### src/rtl/core/vap_pkg.sv
// Package with the word types, format codes and lane control types of the vertex attribute packer.
package vap_pkg;

    localparam int unsigned NumLanes = 4;

    localparam logic [3:0] MODE_F1   = 4'd0;
    localparam logic [3:0] MODE_F2   = 4'd1;
    localparam logic [3:0] MODE_F3   = 4'd2;
    localparam logic [3:0] MODE_F4   = 4'd3;
    localparam logic [3:0] MODE_S2   = 4'd4;
    localparam logic [3:0] MODE_S2N  = 4'd5;
    localparam logic [3:0] MODE_B4   = 4'd6;
    localparam logic [3:0] MODE_B4N  = 4'd7;
    localparam logic [3:0] MODE_UB4  = 4'd8;
    localparam logic [3:0] MODE_UB4N = 4'd9;
    localparam logic [3:0] MODE_S4   = 4'd10;
    localparam logic [3:0] MODE_S4N  = 4'd11;

    typedef struct packed {
        logic [3:0]  mode;
        logic [31:0] comp_x;
        logic [31:0] comp_y;
        logic [31:0] comp_z;
        logic [31:0] comp_w;
    } t_in_word;

    typedef struct packed {
        logic [31:0] out_x;
        logic [31:0] out_y;
        logic [31:0] out_z;
        logic [31:0] out_w;
        logic [4:0]  bytes_written;
        logic        unsupported;
    } t_out_word;

    typedef enum logic [1:0] {
        KIND_ZERO = 2'd0,
        KIND_PASS = 2'd1,
        KIND_INT  = 2'd2,
        KIND_NORM = 2'd3
    } t_kind;

    typedef enum logic [1:0] {
        SCALE_127   = 2'd0,
        SCALE_255   = 2'd1,
        SCALE_32767 = 2'd2
    } t_scale;

    typedef struct packed {
        t_kind  kind;
        logic   is_signed;
        logic   byte_wide;
        t_scale scale;
    } t_lane_ctrl;

endpackage

### src/rtl/core/vap_lane.sv
// One conversion lane: float component to passthrough, clamped integer, normalized integer or zero.
module vap_lane (
    input  logic                i_clk,
    input  logic [31:0]         i_comp,
    input  vap_pkg::t_lane_ctrl i_ctrl,
    output logic [31:0]         o_res
);
    import vap_pkg::*;

    logic [31:0] r_comp;
    t_lane_ctrl  r_ctrl;
    logic        r_sign;
    logic [15:0] r_int_mag;
    logic        r_int_sat;
    logic [38:0] r_prod;
    logic        r_norm_zero;
    logic        r_norm_sat;
    logic [5:0]  r_norm_sh;

    logic        n_sign;
    logic [15:0] n_int_mag;
    logic        n_int_sat;
    logic [38:0] n_prod;
    logic        n_norm_zero;
    logic        n_norm_sat;
    logic [5:0]  n_norm_sh;

    logic [7:0]  ex;
    logic [23:0] sig;
    logic        is_nan;
    logic [14:0] scale;
    logic [23:0] mag24;
    logic [7:0]  shamt;
    logic [7:0]  nsh;

    always_comb begin
        ex     = i_comp[30:23];
        sig    = {1'b1, i_comp[22:0]};
        is_nan = (ex == 8'hFF) && (i_comp[22:0] != 23'd0);
        case (i_ctrl.scale)
            SCALE_127:   scale = 15'd127;
            SCALE_255:   scale = 15'd255;
            SCALE_32767: scale = 15'd32767;
            default:     scale = 15'd127;
        endcase
        n_sign = i_comp[31] && !is_nan;
        shamt  = 8'd150 - ex;
        mag24  = sig >> shamt[4:0];
        if (is_nan || ex < 8'd127) begin
            n_int_mag = 16'd0;
        end else begin
            n_int_mag = mag24[15:0];
        end
        n_int_sat   = !is_nan && (ex > 8'd142);
        n_prod      = {15'd0, sig} * {24'd0, scale};
        n_norm_zero = is_nan || (ex < 8'd110) || (i_comp[31] && !i_ctrl.is_signed);
        n_norm_sat  = ex >= 8'd127;
        nsh         = 8'd150 - ex;
        n_norm_sh   = nsh[5:0];
    end

    always_ff @(posedge i_clk) begin
        r_comp      <= i_comp;
        r_ctrl      <= i_ctrl;
        r_sign      <= n_sign;
        r_int_mag   <= n_int_mag;
        r_int_sat   <= n_int_sat;
        r_prod      <= n_prod;
        r_norm_zero <= n_norm_zero;
        r_norm_sat  <= n_norm_sat;
        r_norm_sh   <= n_norm_sh;
    end

    logic [16:0] lim_pos;
    logic [16:0] lim_neg;
    logic [16:0] mag17;
    logic [16:0] int_m;
    logic [16:0] int_val;
    logic        top_bit;
    logic [3:0]  drop;
    logic [3:0]  drop_m1;
    logic [39:0] prod40;
    logic [39:0] keep;
    logic [39:0] low_mask;
    logic        guard;
    logic        sticky;
    logic        up;
    logic [39:0] rounded;
    logic [39:0] shifted;
    logic [5:0]  sh_m1;
    logic [16:0] norm_mag;
    logic [16:0] norm_val;
    logic [16:0] val;

    always_comb begin
        if (r_ctrl.byte_wide && r_ctrl.is_signed) begin
            lim_pos = 17'd127;
            lim_neg = 17'd128;
        end else if (r_ctrl.byte_wide) begin
            lim_pos = 17'd255;
            lim_neg = 17'd0;
        end else begin
            lim_pos = 17'd32767;
            lim_neg = 17'd32768;
        end
        mag17 = r_int_sat ? 17'h1FFFF : {1'b0, r_int_mag};
        if (r_sign) begin
            int_m   = (mag17 > lim_neg) ? lim_neg : mag17;
            int_val = 17'd0 - int_m;
        end else begin
            int_m   = (mag17 > lim_pos) ? lim_pos : mag17;
            int_val = int_m;
        end

        prod40 = {1'b0, r_prod};
        case (r_ctrl.scale)
            SCALE_127:   begin top_bit = r_prod[30]; drop = top_bit ? 4'd7 : 4'd6; end
            SCALE_255:   begin top_bit = r_prod[31]; drop = top_bit ? 4'd8 : 4'd7; end
            SCALE_32767: begin top_bit = r_prod[38]; drop = top_bit ? 4'd15 : 4'd14; end
            default:     begin top_bit = r_prod[30]; drop = top_bit ? 4'd7 : 4'd6; end
        endcase
        drop_m1  = drop - 4'd1;
        keep     = prod40 >> drop;
        low_mask = (40'd1 << drop_m1) - 40'd1;
        guard    = prod40[{2'd0, drop_m1}];
        sticky   = (prod40 & low_mask) != 40'd0;
        up       = guard && (sticky || keep[0]);
        rounded  = (keep + {39'd0, up}) << drop;
        sh_m1    = r_norm_sh - 6'd1;
        shifted  = rounded >> sh_m1;
        if (r_norm_zero) begin
            norm_mag = 17'd0;
        end else if (r_norm_sat) begin
            norm_mag = (r_ctrl.scale == SCALE_127) ? 17'd127 :
                       (r_ctrl.scale == SCALE_255) ? 17'd255 : 17'd32767;
        end else begin
            norm_mag = {1'b0, shifted[16:1]} + {16'd0, shifted[0]};
        end
        norm_val = r_sign ? (17'd0 - norm_mag) : norm_mag;

        val = (r_ctrl.kind == KIND_NORM) ? norm_val : int_val;
        case (r_ctrl.kind)
            KIND_PASS: o_res = r_comp;
            KIND_INT, KIND_NORM: begin
                o_res = r_ctrl.byte_wide ? {24'd0, val[7:0]} : {16'd0, val[15:0]};
            end
            default:   o_res = 32'd0;
        endcase
    end

endmodule

### src/rtl/core/vap_merge.sv
// Output stage that merges the lane results with the byte count and the error flag.
module vap_merge (
    input  logic               i_clk,
    input  logic               i_rst_n,
    input  logic               i_valid,
    input  logic [3:0]         i_mode,
    input  logic [31:0]        i_res_x,
    input  logic [31:0]        i_res_y,
    input  logic [31:0]        i_res_z,
    input  logic [31:0]        i_res_w,
    output logic               o_valid,
    output vap_pkg::t_out_word o_word
);
    import vap_pkg::*;

    logic      r_valid;
    t_out_word r_word;
    t_out_word n_word;

    always_comb begin
        n_word.out_x = i_res_x;
        n_word.out_y = i_res_y;
        n_word.out_z = i_res_z;
        n_word.out_w = i_res_w;
        n_word.unsupported = 1'b0;
        case (i_mode)
            MODE_F1:  n_word.bytes_written = 5'd4;
            MODE_F2:  n_word.bytes_written = 5'd8;
            MODE_F3:  n_word.bytes_written = 5'd12;
            MODE_F4:  n_word.bytes_written = 5'd16;
            MODE_S2, MODE_S2N, MODE_B4, MODE_B4N, MODE_UB4, MODE_UB4N:
                n_word.bytes_written = 5'd4;
            MODE_S4, MODE_S4N: n_word.bytes_written = 5'd8;
            default: begin
                n_word.bytes_written = 5'd0;
                n_word.unsupported   = 1'b1;
            end
        endcase
    end

    always_ff @(posedge i_clk) begin
        if (!i_rst_n) begin
            r_valid <= 1'b0;
        end else begin
            r_valid <= i_valid;
        end
        r_word <= n_word;
    end

    assign o_valid = r_valid;
    assign o_word  = r_word;

endmodule

### src/rtl/core/vertex_attribute_packer_core.sv
// Top level of the vertex attribute packer: format decode, four lanes and the output stage.
//
// A word enters when i_start is high and o_busy is low. o_busy is always low, so
// one word can enter on every clock cycle. Each word carries a format code and
// four single-precision components.
// The result word is registered first in the lane registers and then in the output
// register of vap_merge, and is marked by o_valid for exactly one cycle.
// Throughput is one word per cycle: each of the four lanes registers its
// multiplier product, and the rounding logic feeds the output register.
// Float formats pass the component bits through; integer formats clamp and
// truncate; normalized formats clamp, scale, round to single precision and then
// round half away from zero. Unused components read as zero, and an unsupported
// format code gives zero bytes with the unsupported flag set.
// The receiver cannot stall, so every result must be taken in its cycle.
// A synchronous reset clears the valid pipeline; words in flight are dropped.
module vertex_attribute_packer_core (
    input  logic               i_clk,
    input  logic               i_rst_n,
    input  logic               i_start,
    input  vap_pkg::t_in_word  i_word,
    output logic               o_busy,
    output logic               o_valid,
    output vap_pkg::t_out_word o_word
);
    import vap_pkg::*;

    logic       r_valid1;
    logic [3:0] r_mode1;
    logic [31:0] comps [NumLanes];
    logic [31:0] res [NumLanes];
    t_lane_ctrl  ctrl [NumLanes];

    assign o_busy = 1'b0;

    assign comps[0] = i_word.comp_x;
    assign comps[1] = i_word.comp_y;
    assign comps[2] = i_word.comp_z;
    assign comps[3] = i_word.comp_w;

    function automatic t_lane_ctrl lane_ctrl(input logic [3:0] mode, input logic [1:0] idx);
        t_lane_ctrl c;
        c.kind      = KIND_ZERO;
        c.is_signed = 1'b1;
        c.byte_wide = 1'b0;
        c.scale     = SCALE_32767;
        case (mode)
            MODE_F1, MODE_F2, MODE_F3, MODE_F4: begin
                c.kind = ({1'b0, idx} <= {1'b0, mode[1:0]}) ? KIND_PASS : KIND_ZERO;
            end
            MODE_S2:  c.kind = (idx < 2'd2) ? KIND_INT : KIND_ZERO;
            MODE_S2N: c.kind = (idx < 2'd2) ? KIND_NORM : KIND_ZERO;
            MODE_S4:  c.kind = KIND_INT;
            MODE_S4N: c.kind = KIND_NORM;
            MODE_B4: begin
                c.kind = KIND_INT;
                c.byte_wide = 1'b1;
            end
            MODE_B4N: begin
                c.kind = KIND_NORM;
                c.byte_wide = 1'b1;
                c.scale = SCALE_127;
            end
            MODE_UB4: begin
                c.kind = KIND_INT;
                c.byte_wide = 1'b1;
                c.is_signed = 1'b0;
            end
            MODE_UB4N: begin
                c.kind = KIND_NORM;
                c.byte_wide = 1'b1;
                c.is_signed = 1'b0;
                c.scale = SCALE_255;
            end
            default: c.kind = KIND_ZERO;
        endcase
        return c;
    endfunction

    for (genvar g = 0; g < NumLanes; g++) begin : g_lane
        assign ctrl[g] = lane_ctrl(i_word.mode, 2'(g));
        vap_lane u_lane (
            .i_clk  (i_clk),
            .i_comp (comps[g]),
            .i_ctrl (ctrl[g]),
            .o_res  (res[g])
        );
    end

    always_ff @(posedge i_clk) begin
        if (!i_rst_n) begin
            r_valid1 <= 1'b0;
        end else begin
            r_valid1 <= i_start && !o_busy;
        end
        r_mode1 <= i_word.mode;
    end

    vap_merge u_merge (
        .i_clk   (i_clk),
        .i_rst_n (i_rst_n),
        .i_valid (r_valid1),
        .i_mode  (r_mode1),
        .i_res_x (res[0]),
        .i_res_y (res[1]),
        .i_res_z (res[2]),
        .i_res_w (res[3]),
        .o_valid (o_valid),
        .o_word  (o_word)
    );

    a_valid_follows: assert property (@(posedge i_clk) disable iff (!i_rst_n)
        r_valid1 |=> o_valid)
        else $error("A word in the first stage did not reach the output.");
    a_no_spurious: assert property (@(posedge i_clk) disable iff (!i_rst_n)
        !r_valid1 |=> !o_valid)
        else $error("A result appeared without a word in flight.");
    a_unsup_empty: assert property (@(posedge i_clk)
        (o_valid && o_word.unsupported) |-> (o_word.bytes_written == 5'd0 &&
        o_word.out_x == 32'd0 && o_word.out_w == 32'd0))
        else $error("An unsupported format produced data.");
    a_bytes_range: assert property (@(posedge i_clk)
        o_valid |-> (o_word.bytes_written <= 5'd16))
        else $error("The byte count is out of range.");

endmodule
### config.mk
export PLATFORM = sky130hd
export DESIGN_NAME = vertex_attribute_packer_core
export DESIGN_NICKNAME = d
export VERILOG_FILES = /design/src/rtl/core/vap_pkg.sv /design/src/rtl/core/vap_lane.sv /design/src/rtl/core/vap_merge.sv /design/src/rtl/core/vertex_attribute_packer_core.sv
export SDC_FILE = /design/constraint.sdc
export NUM_CORES = 2
export LEC_CHECK = 0
export ABC_AREA = 1
export BUFFER_PORTS_ARGS = -buffer_cell sky130_fd_sc_hd__buf_2
export CAP_MARGIN = 20
export CORE_ASPECT_RATIO = 0.9
export CORE_UTILIZATION = 40
export DETAILED_ROUTE_END_ITERATION = 10
export GPL_TIMING_DRIVEN = 1
export PLACE_DENSITY = 0.63
export SYNTH_ARGS = -nofsm -noshare
export SYNTH_HDL_FRONTEND = slang
export SYNTH_SLANG_ARGS = --single-unit
### constraint.sdc
create_clock -name i_clk -period 9.2 [get_ports i_clk]
set_input_delay 0.92 -clock i_clk [delete_from_list [all_inputs] [get_ports i_clk]]
set_output_delay 0.92 -clock i_clk [all_outputs]
set_load 0.005 [all_outputs]
# --- After elaboration in Yosys (flattened, before gate mapping) ---
# Index checks and enable logic that the tools add are counted.
word_totals:
  mem_bits_rw: 0
  rom_bits: 0
  mem_count: 0
  latchBits: 0
  register_bits: 540
  inputBits: 135
op_classes:
  n_shift: 20
  n_reduce_logical: 66
  bitwise_logic: 4
  n_lt_le_gt_ge: 31
  n_div: 0
  muxes: 83
  n_mul: 4
  n_eq_ne: 42
  add_sub_neg: 32
ops:
  columns: ["cell", "n"]
  rows:
  - ["2-to-1 mux 16 bit", 34]
  - ["one-hot mux 32 bit (2 select lines)", 4]
  - ["adder 40 x 1 -> 40 bit", 4]
  - ["bitwise AND 39 x 40 -> 40 bit", 4]
  - ["nonzero test 40 bit", 4]
  - ["left shift 1 x 4 -> 40 bit, first input constant", 4]
  - ["left shift 40 x 4 -> 40 bit", 4]
  - ["right shift 39 x 4 -> 40 bit", 4]
  - ["right shift 40 x 6 -> 17 bit", 4]
  - ["subtractor 40 x 1 -> 40 bit, second input constant", 4]
  - ["multiplier 24 x 15 -> 39 bit", 4]
  - ["subtractor 1 x 16 -> 16 bit, first input constant", 8]
  - ["right shift 24 x 5 -> 16 bit", 4]
  - ["nonzero test 23 bit", 4]
  - ["> comparator 17 x 15 -> 1 bit", 4]
  - ["2-to-1 mux 17 bit", 4]
  - ["adder 16 x 1 -> 16 bit", 4]
  - ["< comparator 8 x 7 -> 1 bit, second input constant", 8]
  - ["2-to-1 mux 15 bit", 4]
  - ["> comparator 17 x 16 -> 1 bit", 2]
  - ["> comparator 17 bit", 2]
  - ["== test 4 x 3 -> 1 bit, second input constant", 8]
  - ["== test 4 bit, second input constant", 8]
  - ["== test 8 bit, second input constant", 4]
  - ["other kinds (30)", 144]

# --- Logic depth before layout (Yosys ltp) ---
logic_depth:
  depth_word: 20
  ltp_mapped: 57

# --- Cells and area by module ---
# A second synthesis with hierarchy kept.
unflattened:
  hier_cells: 13333
  hier_area_um2: 89397.0
modules_own_cells:
  columns: ["mod", "cells_per_inst", "area_each_um2", "instances"]
  rows:
  - ["vap_lane (g_lane[0].u_lane ...)", 3256, 21554.4, 2]
  - ["vap_lane (g_lane[3].u_lane)", 3351, 21839.7, 1]
  - ["vap_lane (g_lane[2].u_lane)", 3277, 21379.3, 1]
  - ["vap_merge", 152, 2748.9, 1]
  - ["vertex_attribute_packer_core", 41, 320.3, 1]

# --- Least setup slack after synthesis ---
# No wires, ideal clock.
synth_path:
  kind: "input to register"
  start: "input port i_word[131] (netlist bit)"
  end: "register g_lane[3].u_lane.r_prod[37]"
  path_stages: 38
  path_buffers: 1
  path_slack_ps: 370
  arrival_ps: 8759
  required_time_ps: 9128
  path_cell_list: "inv_1 > nor2_1 > inv_1 > nor2_1 > inv_1 > nor2_1 > nor2_1 > inv_1 > clkbuf_1 > nor2_1 > fa_1 > ha_1 > fa_1 > inv_1 > fa_1 > fa_1 > fa_1 > inv_1 > [... 2 more ...] > o21ai_0 > a21oi_1 > o21ai_0 > a21oi_1 > o21bai_1 > nand4_1 > o211ai_1 > a21oi_1 > o21bai_1 > a21boi_0 > o21ai_0 > a21boi_0 > o21ai_0 > a21boi_0 > o21ai_0 > a21boi_0 > o21ai_0 > xor2_1"
synth_lines:
  columns: ["item", "line", "source"]
  rows:
  - ["start: declaration", "vertex_attribute_packer_core.sv:20", "input vap_pkg::t_in_word i_word,"]
  - ["end signal: assignment", "vap_lane.sv:68", "r_prod <= n_prod;"]
  - ["end: declaration", "vap_lane.sv:15", "logic [38:0] r_prod;"]

# --- Worst setup path in the final report ---
layout_path:
  start: "register g_lane[2].u_lane.r_ctrl[1] (netlist bit)"
  end: "register u_merge.r_word (netlist bit u_merge.o_word[48])"
layout_between:
  elab_chain_cells: 20
  elab_cells_between_ends: 27
layout_rtl:
  columns: ["item", "line", "source"]
  rows:
  - ["start: declaration", "vap_lane.sv:11", "t_lane_ctrl r_ctrl;"]
  - ["start signal: assignment", "vap_lane.sv:64", "r_ctrl <= i_ctrl;"]
  - ["== test 2 bit / == test 2 x 1 -> 1 bit (equally long branches)", null, null]
  - ["one-hot mux 4 bit (2 select lines)", "vap_lane.sv:116", "case (r_ctrl.scale)"]
  - ["subtractor 4 x 1 -> 4 bit", "vap_lane.sv:122", "drop_m1 = drop - 4'd1;"]
  - ["left shift 1 x 4 -> 40 bit", "vap_lane.sv:124", "low_mask = (40'd1 << drop_m1) - 40'd1;"]
  - ["subtractor 40 x 1 -> 40 bit", "vap_lane.sv:124", null]
  - ["bitwise AND 39 x 40 -> 40 bit", "vap_lane.sv:126", "sticky = (prod40 & low_mask) != 40'd0;"]
  - ["nonzero test 40 bit", "vap_lane.sv:126", null]
  - ["logical OR 1 bit", "vap_lane.sv:127", "up = guard && (sticky || keep[0]);"]
  - ["[... 4 more ...]", null, null]
  - ["adder 16 x 1 -> 16 bit", "vap_lane.sv:137", "norm_mag = {1'b0, shifted[16:1]} + {16'd0, shifted[0]};"]
  - ["2-to-1 mux 16 bit *", "vap_lane.sv:133", "end else if (r_norm_sat) begin"]
  - ["2-to-1 mux 16 bit *", "vap_lane.sv:131", "if (r_norm_zero) begin"]
  - ["subtractor 1 x 16 -> 16 bit", "vap_lane.sv:139", "norm_val = r_sign ? (17'd0 - norm_mag) : norm_mag;"]
  - ["2-to-1 mux 16 bit *", "vap_lane.sv:139", null]
  - ["2-to-1 mux 16 bit *", "vap_lane.sv:141", "val = (r_ctrl.kind == KIND_NORM) ? norm_val : int_val;"]
  - ["2-to-1 mux 16 bit *", "vap_lane.sv:145", "o_res = r_ctrl.byte_wide ? {24'd0, val[7:0]} : {16'd0, val[15:0]};"]
  - ["one-hot mux 32 bit (2 select lines) *", "vap_lane.sv:142", "case (r_ctrl.kind)"]
  - ["end signal: assignment", "vap_merge.sv:47", "r_word <= n_word;"]
  - ["end: declaration", "vap_merge.sv:17", "t_out_word r_word;"]
# Every way passes the cells marked *; elsewhere a longest branch is shown, timed or not. The select of a mux whose other input is x is not followed.
# A chain may end at the register's enable or synchronous reset.

==> impl_metrics.toml <==
[routing]
routed_wl_um = 292000
avgViaCountPerCell = 5.31
drc_errors = 84
wl_per_cell_um = 18.3
via_count = 84610
firstDrtPassIters = 11
drt_iter0_drc = 9193
antenna_left = 0

[synthesis]
ys.flop_type = "dfxtp_1"
synth_edf_count = 0
synth_top_area_share = 0.221
synthTopCellsByArea = "fa_1 22%, nand3_1 14%, nand2_1 13%, dfxtp_1 12%, inv_1 9.5%"
synthTopCellsByCount = "2931 x nand2_1, 2462 x nand3_1, 2184 x inv_1"
yosysMostFrequentCell = "nand2_1"
synth_area_per_cell_um2 = 6.62
synth_area_um2 = 86100
ys_types = 74
yosys.area.top_type = "fa_1"
async_flop_share = 0
ys_ff_latch = 528
synth_warnings = 0
yosysSeqAreaShare = 0.123
synthCells = 13003

[global_routing]
track_usage = 0.267
grt_overflow_total = 0
antenna_found_initial = 10
grt_pass1_wl_um = 457000
grt_max_degree = 90
grt_pass1_vias = 79353

[worst_setup_path]
crit_path_end = "u_merge.o_word[48]"
critical_path.most_common_cell = "nand2_1"
cp_top_family = "simple AND/OR/NAND/NOR gates"
critPathMaxFanout = 27
slowest_delay_ps = 610
worst-path-stages = 43
critPathSlowestCell = "ha_2"
r2r_slack_ps = 770
worstSetupEndpointType = "flop"
r2r-end = "u_merge.o_word[48]"
cp_num_buf_inv = 5
reg2regPathDepth = 43
path_class = "flop to flop"
arrival_ps = 9020
worstSetupStartpoint = "g_lane[2].u_lane.r_ctrl[1]"
reg2reg_from = "g_lane[2].u_lane.r_ctrl[1]"
startpoint_type = "flop"
critPathRequiredTime_ps = 9790

[clock_network]
cts_setup_buffers = 0
clock_path_buffers = 3
clk_pin_slew_ps = 60
cts_sinks = 528
insertion_delay_ps = 750
cts_tree = "yes"
numCtsBuffers = 67
cts_root_buf = "clkbuf_16"
h-tree-depth = 3

[timing]
setup_viol = 0
drv_slew = 0
relSlewSlack = 0.271
rsz0062_at_grt = "false"
final_hold_viol_count = 0
post-route-min-period_ps = 8430
skew_ps = 51.0
fin_hold_ws_ps = 321
fmax_mhz = 119
fin_crit_sh = 0.916
worst_pin_slew_ps = 1090

[floorplan]
fp.dieH_um = 442
row_count = 161
die_area_um2 = 217000
core_area_um2 = 214000
start_util = 0.402
ios = 271
dieWidth_um = 491

[placement]
gp_congestion = 1.01
dp_hpwl_um = 243000
io_buffers = 267

[job]
cap_violations = 0

[run_status]
status = "complete, but fails checks"
failed_checks = "DRC"

[cells_and_area]
drive_gt1_frac = 0.0578
syn_to_final_growth_pct = 7.22
seqCellArea_um2 = 10600
fillerInstances = 22744
finalNetCount = 14621
multi_input_area_um2 = 64900

[hold_path]
hp-class = "input port to flop"
==> registers in the layout (all words and copies together), names as in the netlist, 10 cells and up <==
signal and flops:
u_merge.o_word 132, g_lane.u_lane.r_int_mag 64, g_lane.u_lane.r_norm_sh 20, g_lane.u_lane.r_comp 128, g_lane.u_lane.r_prod 152, g_lane.u_lane.r_ctrl 10
==> what timing repair did <==
| action | in CTS | in global routing |
|---|---|---|
| resized for setup | 0 | 6 |
| hold endpoints to repair | 0 | 0 |
| setup endpoints to repair | 0 | 7 |
| hold buffers | 0 | 0 |
==> worst register-to-register path, delay by kind of cell (launching register included) <==
family                   cells  cell delay, ps
AO/OA/AOI/OAI                6            1380
flip-flops                   1             450
adder cells (fa/ha/maj)      5            1530
AND/OR/NAND/NOR             27            4120
buffers and inverters        5             820
==> cell usage in the layout, fill, tap and decap left out, types with 50 or more instances in the layout <==
master,instances
fa_1,948
o21ai_0,482
nand3_1,2462
o211ai_1,80
nand2_1,2931
o21ai_1,74
xor2_1,158
nor3_1,58
clkbuf_16,67
nand4_1,123
nor2_1,999
nor2_2,50
ha_1,535
xnor2_1,55
dfxtp_1,527
a21oi_1,338
inv_1,2181
buf_2,268
buf_4,126
==> layout make-up <==
cell class / instances / area share
Sequential cell: 528 / 0.115
Timing Repair Buffer: 401 / 0.0261
Clock buffer: 76 / 0.0193
Antenna cell: 12 / 0.000325
Inverter: 2242 / 0.0913
Clock inverter: 47 / 0.00645
Multi-Input combinational cell: 9762 / 0.703
Tap cell: 2852 / 0.0387
==> cell families after synthesis <==
logic type,synth area share
AO/OA/AOI/OAI,0.0787
buffers and inverters,0.125
flip-flops,0.123
AND/OR/NAND/NOR,0.348
multiplexers,0.00512
XOR/XNOR,0.0224
other,0.0000873
adder cells (fa/ha/maj),0.298
==> how the worst min path moves through the flow <==
stage                                startpoint                          end  cells after the start
floorplan                              r_valid1              u_merge.o_valid                      2
global placement    g_lane[2].u_lane.r_comp[18]           u_merge.o_word[56]                      2
detailed placement  g_lane[0].u_lane.r_comp[31]          u_merge.o_word[133]                      2
CTS                                 i_word[122]  g_lane[0].u_lane.r_comp[26]                      1
global route                        i_word[126]  g_lane[0].u_lane.r_comp[30]                      1
finish                              i_word[126]  g_lane[0].u_lane.r_comp[30]                      1
==> routing by layer <==
metal	wire (um)	GRT usage
met1	138000	0.396
met2	123000	0.395
met3	22300	0.0407
met4	8290	0.0770
met5	21	0
==> metrics by stage <==
step | instances | util | TNS [ps] | setup WS (ps) | area [um2]
after floorplan | 13012 | - | 0 | 370 | 86100
after global placement | 15781 | 0.420 | 0 | 40.3 | 89800
after detailed placement | 15783 | 0.420 | -19.6 | -19.6 | 89800
after CTS | 15906 | 0.431 | 0 | 717 | 92200
after global routing | 15916 | 0.431 | 0 | 16.8 | 92300
final | 15920 | 0.431 | 0 | 770 | 92300
Power is left out: the tool's default activity adds up to more than one toggle a clock period on the data nets, which glitch-free logic cannot reach.
